**config.mk**
```make
export PLATFORM = sky130hd
export DESIGN_NAME = keypad_matrix_scanner_unit
export DESIGN_NICKNAME = d
export VERILOG_FILES = /design/src/kms_pkg.sv /design/src/keypad_matrix_scanner_unit.sv /design/src/kms_hold_lane.sv
export SDC_FILE = /design/constraint.sdc
export NUM_CORES = 1
export LEC_CHECK = 0
export ABC_AREA = 0
export BUFFER_PORTS_ARGS = -buffer_cell sky130_fd_sc_hd__buf_4
export CAP_MARGIN = 40
export CORE_ASPECT_RATIO = 0.75
export CORE_MARGIN = 2
export CORE_UTILIZATION = 35
export CTS_BUF_LIST = sky130_fd_sc_hd__clkbuf_4 sky130_fd_sc_hd__clkbuf_8 sky130_fd_sc_hd__clkbuf_16
export DETAILED_ROUTE_END_ITERATION = 16
export PLACE_DENSITY_LB_ADDON = 0.25
export RECOVER_POWER = 100
export SETUP_SLACK_MARGIN = 0.5
export SLEW_MARGIN = 30
export SYNTH_ARGS = -nofsm -noshare
export SYNTH_HDL_FRONTEND = slang
export SYNTH_SLANG_ARGS = --single-unit
```
**constraint.sdc**
```tcl
create_clock -name clk_i -period 2.8 [get_ports clk_i]
set_input_delay 0.28 -clock clk_i [delete_from_list [all_inputs] [get_ports clk_i]]
set_output_delay 0.28 -clock clk_i [all_outputs]
set_load 0.05 [all_outputs]
```
**src/kms_pkg.sv**
```systemverilog
// ----------------------------------------------------------------------------
// kms_pkg
// Shared types and constants for the key matrix scanner.
// ----------------------------------------------------------------------------
`default_nettype none

package kms_pkg;

  localparam int unsigned HoldW      = 8;
  localparam int unsigned EnableW    = 16;
  localparam int unsigned CfgIdxW    = 2;
  localparam int unsigned CfgDataW   = 16;
  localparam int unsigned ColsW      = 4;
  localparam int unsigned DriveW     = 4;
  localparam int unsigned KeyFieldW  = 16;

  localparam logic [HoldW-1:0] HoldLimitReset = 8'd24;

  typedef enum logic [CfgIdxW-1:0] {
    CfgHoldEnable = 2'd0,
    CfgHoldLimit  = 2'd1
  } cfg_reg_e;

  // Per-key control for one completed scan.
  typedef struct packed {
    logic pressed;
    logic held;
  } kms_lane_ctrl_t;

endpackage : kms_pkg

`default_nettype wire

```
**src/keypad_matrix_scanner_unit.sv**
```systemverilog
// ----------------------------------------------------------------------------
// keypad_matrix_scanner_unit
// A result is registered and is valid in the cycle after its row sample is transferred.
// Throughput: one row sample per cycle while the result side does not stall, set by the single result register.
// Reset: row 0 is taken as driven, key maps, hold counts and valid clear,
// hold_enable resets to 0 and hold_limit to 24; no clearing pass is needed.
// ----------------------------------------------------------------------------
`default_nettype none

module keypad_matrix_scanner_unit
  import kms_pkg::*;
#(
  parameter int unsigned ROWS = 4,
  parameter int unsigned COLS = 4
) (
  input  wire logic                 clk_i,
  input  wire logic                 rst_ni,
  // Configuration write port.
  input  wire logic                 cfg_we_i,
  input  wire logic [CfgIdxW-1:0]   cfg_index_i,
  input  wire logic [CfgDataW-1:0]  cfg_data_i,
  // Row sample channel.
  input  wire logic                 in_valid_i,
  output logic                      in_stall_o,
  input  wire logic [ColsW-1:0]     row_columns_i,
  // Result channel.
  output logic                      out_valid_o,
  input  wire logic                 out_stall_i,
  output logic [DriveW-1:0]         row_drive_o,
  output logic                      scan_done_o,
  output logic [KeyFieldW-1:0]      key_events_o,
  output logic [KeyFieldW-1:0]      key_state_o
);

  localparam int unsigned KEYS = ROWS * COLS;
  localparam int unsigned RowW = (ROWS > 1) ? $clog2(ROWS) : 1;
  localparam logic [RowW-1:0] LastRow = RowW'(ROWS - 1);

  // --------------------------------------------------------------------------
  // Configuration registers. Writes to an unknown index are dropped.
  // --------------------------------------------------------------------------
  logic [EnableW-1:0] hold_enable_q;
  logic [HoldW-1:0]   hold_limit_q;

  always_ff @(posedge clk_i or negedge rst_ni) begin
    if (!rst_ni) begin
      hold_enable_q <= '0;
      hold_limit_q  <= HoldLimitReset;
    end else if (cfg_we_i) begin
      if (cfg_index_i == CfgHoldEnable) begin
        hold_enable_q <= cfg_data_i[EnableW-1:0];
      end else if (cfg_index_i == CfgHoldLimit) begin
        hold_limit_q <= cfg_data_i[HoldW-1:0];
      end
    end
  end

  // --------------------------------------------------------------------------
  // Handshake. The result register is the only stage, so a new sample is
  // taken whenever the result register is empty or is being drained this
  // cycle. A stalled result therefore holds off the input side.
  // --------------------------------------------------------------------------
  logic accept;
  logic out_valid_q;

  assign in_stall_o = out_valid_q && out_stall_i;
  assign accept     = in_valid_i && !in_stall_o;

  // --------------------------------------------------------------------------
  // Scan state: the row being sampled, the map being gathered and the map of
  // the last completed scan.
  // --------------------------------------------------------------------------
  logic [RowW-1:0] row_q, row_d;
  logic [KEYS-1:0] current_keys_q, current_keys_d;
  logic [KEYS-1:0] previous_keys_q, previous_keys_d;

  // Column bits beyond COLS are dropped; missing columns read as released.
  logic [COLS+ColsW-1:0] cols_ext;
  logic [COLS-1:0]       cols;

  assign cols_ext = {{COLS{1'b0}}, row_columns_i};
  assign cols     = cols_ext[COLS-1:0];

  // The sample lands at bits row*COLS+col of the map.
  logic [KEYS-1:0] row_bits;
  logic [KEYS-1:0] now_keys;
  logic            last_row;

  always_comb begin
    row_bits = '0;
    for (int unsigned r = 0; r < ROWS; r++) begin
      if (row_q == RowW'(r)) begin
        row_bits[r*COLS +: COLS] = cols;
      end
    end
  end

  assign now_keys = current_keys_q | row_bits;
  assign last_row = (row_q == LastRow);

  // hold_enable covers only the first 16 keys; later keys never repeat.
  logic [KEYS+EnableW-1:0] enable_ext;
  logic [KEYS-1:0]         enable_keys;

  assign enable_ext  = {{KEYS{1'b0}}, hold_enable_q};
  assign enable_keys = enable_ext[KEYS-1:0];

  // Per-key comparison with the previous scan, only on the last row.
  logic [KEYS-1:0] pressed_keys;
  logic [KEYS-1:0] held_keys;
  logic [KEYS-1:0] released_keys;
  logic [KEYS-1:0] repeat_keys;
  logic            scan_step;

  assign scan_step     = accept && last_row;
  assign pressed_keys  = now_keys & ~previous_keys_q;
  assign released_keys = previous_keys_q & ~now_keys;
  assign held_keys     = now_keys & previous_keys_q & enable_keys;

  // One hold counter per key. A counter moves only on a completed scan.
  for (genvar k = 0; k < KEYS; k++) begin : g_lane
    kms_lane_ctrl_t lane_ctrl;

    assign lane_ctrl.pressed = scan_step && pressed_keys[k];
    assign lane_ctrl.held    = scan_step && held_keys[k];

    kms_hold_lane u_lane (
      .clk_i        (clk_i),
      .rst_ni       (rst_ni),
      .ctrl_i       (lane_ctrl),
      .hold_limit_i (hold_limit_q),
      .repeat_o     (repeat_keys[k])
    );
  end

  // Next scan state. After the last row the gathered map becomes the
  // previous map and scanning restarts at row 0.
  always_comb begin
    row_d           = row_q;
    current_keys_d  = current_keys_q;
    previous_keys_d = previous_keys_q;
    if (accept) begin
      if (last_row) begin
        row_d           = '0;
        current_keys_d  = '0;
        previous_keys_d = now_keys;
      end else begin
        row_d          = row_q + 1'b1;
        current_keys_d = now_keys;
      end
    end
  end

  always_ff @(posedge clk_i or negedge rst_ni) begin
    if (!rst_ni) begin
      row_q           <= '0;
      current_keys_q  <= '0;
      previous_keys_q <= '0;
    end else begin
      row_q           <= row_d;
      current_keys_q  <= current_keys_d;
      previous_keys_q <= previous_keys_d;
    end
  end

  // --------------------------------------------------------------------------
  // Result fields. The row mask is one-hot for the next row, or every row
  // after a completed scan, cut to the four output bits. Key fields are the
  // first 16 keys; missing keys read as zero.
  // --------------------------------------------------------------------------
  logic [DriveW-1:0]         drive_next;
  logic [KEYS-1:0]           events_keys;
  logic [KEYS+KeyFieldW-1:0] events_ext;
  logic [KEYS+KeyFieldW-1:0] state_ext;

  always_comb begin
    for (int unsigned b = 0; b < DriveW; b++) begin
      if (last_row) begin
        drive_next[b] = (b < ROWS);
      end else begin
        drive_next[b] = ((int'(row_q) + 1) == int'(b));
      end
    end
  end

  assign events_keys = last_row ? (released_keys | repeat_keys) : '0;
  assign events_ext  = {{KeyFieldW{1'b0}}, events_keys};
  assign state_ext   = {{KeyFieldW{1'b0}}, previous_keys_d};

  // --------------------------------------------------------------------------
  // Result register.
  // --------------------------------------------------------------------------
  logic [DriveW-1:0]    row_drive_q;
  logic                 scan_done_q;
  logic [KeyFieldW-1:0] key_events_q;
  logic [KeyFieldW-1:0] key_state_q;

  always_ff @(posedge clk_i or negedge rst_ni) begin
    if (!rst_ni) begin
      out_valid_q <= 1'b0;
    end else if (accept) begin
      out_valid_q <= 1'b1;
    end else if (!out_stall_i) begin
      out_valid_q <= 1'b0;
    end
  end

  always_ff @(posedge clk_i) begin
    if (accept) begin
      row_drive_q  <= drive_next;
      scan_done_q  <= last_row;
      key_events_q <= events_ext[KeyFieldW-1:0];
      key_state_q  <= state_ext[KeyFieldW-1:0];
    end
  end

  assign out_valid_o  = out_valid_q;
  assign row_drive_o  = row_drive_q;
  assign scan_done_o  = scan_done_q;
  assign key_events_o = key_events_q;
  assign key_state_o  = key_state_q;

  function automatic logic [DriveW-1:0] drive_next_all();
    logic [DriveW-1:0] m;
    for (int unsigned b = 0; b < DriveW; b++) begin
      m[b] = (b < ROWS);
    end
    return m;
  endfunction

`ifndef SYNTHESIS
  // The row counter never walks past the last row.
  assert property (@(posedge clk_i) disable iff (!rst_ni) row_q <= LastRow)
    else $error("row index beyond last row");

  // A completed scan leaves an empty map for the next one.
  assert property (@(posedge clk_i) disable iff (!rst_ni)
    scan_step |=> current_keys_q == '0)
    else $error("key map not cleared after scan");

  // Events appear only on a completing result.
  assert property (@(posedge clk_i) disable iff (!rst_ni)
    out_valid_o && !scan_done_o |-> key_events_o == '0)
    else $error("key events outside a completed scan");

  // A completing result drives every row.
  assert property (@(posedge clk_i) disable iff (!rst_ni)
    scan_step |=> row_drive_q == drive_next_all())
    else $error("row drive not all rows after scan");
`endif

endmodule : keypad_matrix_scanner_unit

`default_nettype wire

```
**src/kms_hold_lane.sv**
```systemverilog
// ----------------------------------------------------------------------------
// kms_hold_lane
// Hold counter of one key: counts held scans and flags a repeat event.
// ----------------------------------------------------------------------------
`default_nettype none

module kms_hold_lane
  import kms_pkg::*;
(
  input  wire logic             clk_i,
  input  wire logic             rst_ni,
  input  wire kms_lane_ctrl_t   ctrl_i,
  input  wire logic [HoldW-1:0] hold_limit_i,
  output logic                  repeat_o
);

  logic [HoldW-1:0] count_q, count_d;
  logic [HoldW-1:0] count_inc;

  always_comb begin
    count_inc = count_q + 1'b1;
    repeat_o  = ctrl_i.held && (count_inc > hold_limit_i);
    count_d   = count_q;
    if (ctrl_i.pressed) begin
      count_d = '0;
    end else if (ctrl_i.held) begin
      count_d = repeat_o ? '0 : count_inc;
    end
  end

  always_ff @(posedge clk_i or negedge rst_ni) begin
    if (!rst_ni) begin
      count_q <= '0;
    end else begin
      count_q <= count_d;
    end
  end

endmodule : kms_hold_lane

`default_nettype wire

```
==> flow_summary.ini, run 1 <==
[run_status]
status = finished, violations left
violations = max-capacitance violations, max-slew violations

[timing]
tightest_slew_ns = 1.82
fmax_mhz = 376
max_slew_margin = -0.215
fin_crit_ns = 2.66
fin_skew_ns = 0.00999
post-route-period-util = 0.950
final.setup.tns_ns = 0
setup_viol = 0
worst_hold_slack_ns = 0.0333
slew_violations = 81
rsz0062_at_grt = true
finalHoldViolations = 0

[grt]
grt_pass1_wl_um = 61600
grt_max_degree = 65
grt_use_total = 0.189
first_global_vias = 11500
antenna_found_initial = 0
grt.overflow.total = 0

[clocking]
clk_pin_slew_ns = 0.06
cts_buffers = 25
cts_max_path_buffers = 3
cts_tree = built
clk_latency_ns = 0.54
h-tree-depth = 1
cts.sinks = 224
root_buffer = clkbuf_16

[power_and_ir_drop]
leakagePower_uw = 0.00848
p_int_uw = 6990
power_frac_seq = 0.381
pwr_density_cell_nw_per_um2 = 592
ir_drop_mv = 0.434
power.share.clock = 0.279
p_sw_uw = 4120
p_sw_frac = 0.371
combPwrFrac = 0.339

[critical_path]
critPathCaptureType = flip-flop
worstPathArrival_ns = 3.09
criticalPathCategory = flip-flop to flip-flop
start_kind = flip-flop
worstPathRequired_ns = 3.22
crit_fanout = 7

[job]
cap_violations = 2

[route]
ant_nets = 0
dr.pass1.iters = 5
drt-initial-drc-count = 917
route.detailed.drc = 0
vias_per_cell = 5.51
vias = 11900
wl_um = 41100
wire_per_inst_um = 19.1

[floorplanning]
core-area_um2 = 38600
die_y_um = 176
start_util = 0.358
fp.dieW_um = 233
io_pins = 66
rows = 62
dieArea_um2 = 41000

[synth]
synthTopCellsByCount = dfrtp_1, ha_1, nand2_1
ys_top_cells_by_area = dfrtp_1, ha_1, edfxtp_1
synth_top_area_frac = 0.335
synth_flop_cell = dfrtp_1
syn-cell-area_um2 = 13800
synth-seq-cells = 224
syn_nets = 1529
ys_seq_area_frac = 0.420
syn_area_per_cell_um2 = 10.2
synthCells = 1351
synth.most_common_cell = dfrtp_1
ys_warn_count = 0
ys_types = 72
async_flop_share = 0.835
synth_edf_count = 37
yosys.area.top_type = dfrtp_1

[hold_path]
worstHoldPathType = input pin to flip-flop

[place]
place_congestion = 0.827
hpwl_um = 25300
port_buffers = 65
place_inst = 1940

[finish]
area_growth_pct = 36.0
diodes = 0
layout-drive-gt1-share = 0.332
stdcell_count = 2154
nets = 1802
==> final cells by class <==
class | count | area, um^2
sequential | 224 | 5820
inverter | 53 | 204
fill | 3440 | 19800
clock buffer | 30 | 669
timing repair buffer | 269 | 2000
multi-input combinational | 1051 | 9350
tap | 512 | 641
clock inverter | 15 | 75.1
==> cells by family after synthesis <==
kind of cell	count (synthesis)	share of synthesized area
buffers and inverters	77	0.0252
adder cells (fa/ha/maj)	151	0.137
multiplexers	25	0.0204
XOR/XNOR	76	0.0482
AND/OR/NAND/NOR	453	0.170
AO/OA/AOI/OAI	345	0.180
flip-flops	224	0.420
==> critical path, stage by stage, from the launching register on <==
cell,delay (ns)
dfstp_1,0.53
clkinvlp_2,0.08
clkbuf_2,0.21
clkbuf_1,0.26
ha_1,0.41
nand4_1,0.15
nor2_2,0.07
a21oi_2,0.38
nor3_4,0.13
a221o_1,0.33
==> final timing paths <==
check                                          endpoint  slack [ns]  cells after the start          startpoint
max                         g_lane[4].u_lane.count_q[2]        0.14                      9     hold_limit_q[3]
min                                      enable_keys[4]        0.03                      2       cfg_data_i[4]
max reg2reg                 g_lane[4].u_lane.count_q[2]        0.14                      9     hold_limit_q[3]
min reg2reg                          current_keys_q[15]        0.50                      1  current_keys_q[15]
max in group asynchronous  g_lane[15].u_lane.count_q[3]        0.81                      2              rst_ni
min in group asynchronous   g_lane[3].u_lane.count_q[3]        0.77                      2              rst_ni
==> power groups by stage <==
stage                     combinational (uW)  clock (uW)  sequential (uW)
after global routing                    4110        3310             4290
final                                   3770        3100             4230
after detailed placement                3020           0             4260
after floorplan                         1730           0             4430
after global placement                  2960           0             4250
after CTS                               3480        3180             4190
==> per-layer routing <==
metal / vias to the layer above / wire length (um) / GRT usage
met5: - / 0 / 0
met4: 0 / 1200 / 0.0576
met3: 81 / 1890 / 0.0258
met2: 297 / 18500 / 0.293
met1: 5903 / 19500 / 0.274
li1: 5592 / - / -
==> per-stage QoR <==
| step | instance area (um^2) | utilization | total power (uW) | worst slack (ns) |
|---|---|---|---|---|
| floorplan | 13900 | - | 6150 | 0.463 |
| global placement | 15300 | 0.396 | 7210 | 0.244 |
| detailed placement | 15300 | 0.396 | 7280 | 0.212 |
| CTS | 17400 | 0.451 | 10900 | 0.341 |
| global route | 18800 | 0.487 | 11700 | 0.0545 |
| finish | 18800 | 0.487 | 11100 | 0.139 |
==> state kept, by name, summed over array words and instances, names as in the netlist <==
name / flops
key_events_o: 16
key_state_o: 16
row_q: 2
g_lane.u_lane.count_q: 128
previous_keys_q: 16
scan_done_o: 1
current_keys_q: 16
hold_limit_q: 8
enable_keys: 16
out_valid_o: 1
row_drive_o: 4
==> layout by cell type (no fill, tap or decap), types with 17 or more instances in the layout <==
cell type      netlist  final
a21oi_2              1     19
nand3_2              1     20
clkbuf_16            0     25
inv_1               50     47
a32o_1              17     17
dfrtp_2              0     23
dlygate4sd3_1        0     17
a22o_1              59     59
dfrtp_1            185    162
xnor2_1             38     27
edfxtp_1            37     37
a21o_1              44     44
nand3_1             56     23
nand4_1             29     29
xor2_1              38     26
ha_1               151    118
mux2_2              25     24
ha_4                 0     31
clkbuf_1            10     63
a21oi_1             72     54
nor2_1              62     35
nand2b_1            32     21
nand2_1            145    135
o21ai_1             13     18
and3_1              25     20
buf_4                4    158
==> what timing repair did <==
action	CTS	global route
endpoints found under the setup margin	135	143
hold buffers	17	0
gates resized for setup	126	263
pin swaps	103	177
setup buffers	84	67
cloned	1	0
endpoints found under the hold margin	82	0
Note: power is estimated with default switching activity, not from simulation.
==> run 2, diff against run 1 <==
--- a/config.mk
+++ b/config.mk
@@ -19,4 +19,5 @@
 export SLEW_MARGIN = 30
 export SYNTH_ARGS = -nofsm -noshare
 export SYNTH_HDL_FRONTEND = slang
+export SYNTH_HIERARCHICAL = 1
 export SYNTH_SLANG_ARGS = --single-unit
==> constraint.sdc (replaced) <==
create_clock -name clk_i -period 3 [get_ports clk_i]
set_input_delay 0.3 -clock clk_i [delete_from_list [all_inputs] [get_ports clk_i]]
set_output_delay 0.3 -clock clk_i [all_outputs]
set_load 0.05 [all_outputs]
==> run 2 against run 1 <==
  * Sequential cell count unchanged
  * Wire length up 18%
  * Highest routed layer unchanged
  * Largest cell class unchanged
  * The flow still finishes with violations (max-capacitance violations, max-slew violations)
  * Critical path depth down 1
==> flow_summary.ini, run 2 <==
[route]
vias_per_cell = 5.45
wl_um = 48700
vias = 13900
wire_per_inst_um = 19.1
dr.pass1.iters = 5
ant_nets = 0
drt-initial-drc-count = 921
route.detailed.drc = 0

[critical_path]
rr_endpoint = g_lane[13].u_lane/count_q[6]
crit_cells = 8
worstPathArrival_ns = 3.23
cp_top_family = flip-flops
critPathCaptureType = flip-flop
worstReg2RegStart = hold_limit_q[4]
rr_worst_depth = 8
worstPathRequired_ns = 3.44
startpoint = hold_limit_q[4]
slowest_stage = dfstp_1
worst-path-buf-inv = 3
crit_chain = buf_12 > inv_1 > ha_1 > nand4_1 > o21ai_0 > a21oi_4 > clkbuf_1 > o41ai_4
criticalPathCategory = flip-flop to flip-flop
crit_fanout = 9
start_kind = flip-flop
regToRegSetupSlack_ns = 0.21
endpoint = g_lane[13].u_lane/count_q[6]
slowest_delay_ns = 0.97

[synth]
ys_seq_area_frac = 0.368
ys_types = 42
synthCells = 1655
yosys.area_share.simple = 0.206
syn-cell-area_um2 = 15800
yosys.area.top_type = dfrtp_1
synth_top_family_by_area = simple AND/OR/NAND/NOR gates
ys_top_cells_by_area = dfrtp_1, ha_1, edfxtp_1
synth-seq-cells = 224
syn_nets = 1833
synth_top_area_frac = 0.294
synthTopCellsByCount = dfrtp_1, inv_1, ha_1
synth_edf_count = 37
synthXorXnorAreaFrac = 0.0534
synth_compound_area_frac = 0.163
synth_flop_cell = dfrtp_1
synthAdderAreaFrac = 0.120
synth.most_common_cell = dfrtp_1
syn_area_per_cell_um2 = 9.52
muxShareOfSynthArea = 0.0286
async_flop_share = 0.835
ys_warn_count = 6

[place]
dp_slack_ns = 0.0369
place_area_um2 = 17300
hpwl_um = 28700
port_buffers = 65
place_congestion = 0.828

[finish]
largest_reg_flops = 128
layout_commonest_cell = buf_4
nets = 2124
largest-register = g_lane.u_lane/count_q
layout_common_cells = buf_4, inv_1, dfrtp_1
layout-drive-gt1-share = 0.375
area_growth_pct = 35.9
post-route-util = 0.481
fin_area_um2 = 21400

[grt]
grt_max_degree = 78
antenna_found_initial = 2
grt_use_total = 0.196
grt_pass1_wl_um = 74600
grt.overflow.total = 0
first_global_vias = 13600

[floorplanning]
dieArea_um2 = 46700
rows = 67
die_y_um = 188
core-area_um2 = 44500
start_util = 0.354
io_pins = 66
fp.dieW_um = 249

[timing]
finalHoldViolations = 0
fmax_mhz = 359
fin_crit_ns = 2.79
post-route-period-util = 0.929
setup_slack_ns = 0.213
rsz0062_at_grt = true
setup_viol = 0
slew_violations = 64
max_slew_margin = -0.240
tightest_slew_ns = 1.86
fin_skew_ns = 0.0188
final.setup.tns_ns = 0

[run_status]
status = finished, violations left
violations = max-capacitance violations, max-slew violations

[clocking]
cts_buffers = 27
clk_pin_slew_ns = 0.06
h-tree-depth = 1
root_buffer = clkbuf_16
cts.sinks = 224
cts_tree = built
clk_latency_ns = 0.55
cts_max_path_buffers = 3

[power_and_ir_drop]
leakagePower_uw = 0.00876
total_power_uw = 12900
pwr_density_cell_nw_per_um2 = 600
ir_drop_mv = 0.419

[job]
cap_violations = 3

[hold_path]
worstHoldPathType = input pin to flip-flop
==> run 2: cell types whose count changed in the layout (fill, tap and decap cells not counted), sizes merged, moves of 30 or more <==
cell	previous run	this run
a21oi	73	112
a22o	59	0
buf	184	233
inv	51	163
nand2	145	115
nand2b	32	80
o21ai	50	18
o32ai	3	48
o41ai	0	80
or3	1	32
or3b	0	64
==> run 2: cells by family after synthesis <==
group                      Yosys count
DFF                                224
and+or+nand+nor                    560
AOI/OAI and AO/OA                  335
adders and majority gates          151
xor gates and xnor gates            96
buffers and inverters              249
muxes                               40
==> run 2: area by class of cell <==
cell class / instances / area [um^2]
Inverter: 178 / 668
Antenna cell: 2 / 5.00
Clock buffer: 34 / 747
Tap cell: 586 / 733
Multi-Input combinational cell: 1182 / 10800
Clock inverter: 15 / 135
Sequential cell: 224 / 5860
Fill cell: 4109 / 23100
Timing Repair Buffer: 333 / 2460
==> run 2: worst min path at each step <==
stage / startpoint / end / depth (start not counted)
2_1_floorplan: rst_ni / current_keys_q[0] / 0
3_3_place_gp: rst_ni / g_lane[4].u_lane/count_q[4] / 1
3_5_place_dp: rst_ni / g_lane[4].u_lane/count_q[5] / 1
4_1_cts: cfg_data_i[1] / enable_keys[1] / 2
5_1_grt: cfg_data_i[1] / enable_keys[1] / 2
6_report: cfg_data_i[1] / enable_keys[1] / 2
==> run 2: metal layers <==
| metal | share of wire | track usage |
|---|---|---|
| met4 | 0.022 | 0.0473 |
| met1 | 0.47 | 0.285 |
| met2 | 0.46 | 0.307 |
| met5 | 0 | 0 |
| met3 | 0.049 | 0.0271 |
==> run 2: repair_timing <==
item,4_1_cts,5_1_grt
resized for setup,204,214
endpoints found under the setup margin,144,144
gates cloned,0,1
pin swaps,88,123
hold buffers,17,0
endpoints found under the hold margin,70,0
buffers inserted,134,57
==> run 2: metrics by stage <==
| step | hold slack (ns) | cells |
|---|---|---|
| final | 0.0283 | 2554 |
| after global routing | 0.0116 | 2553 |
| after CTS | 0.00384 | 2494 |
| after detailed placement | 0.294 | 2294 |
| after global placement | 0.298 | 2290 |
| after floorplan | 0.00441 | 1655 |
==> run 2: where the power goes <==
part           internal [uW]  leakage (uW)  switching (uW)
Clock                   1930      0.000430            1400
Sequential              3770       0.00265             594
Combinational           2170       0.00567            2990
Total                   7870       0.00876            4990
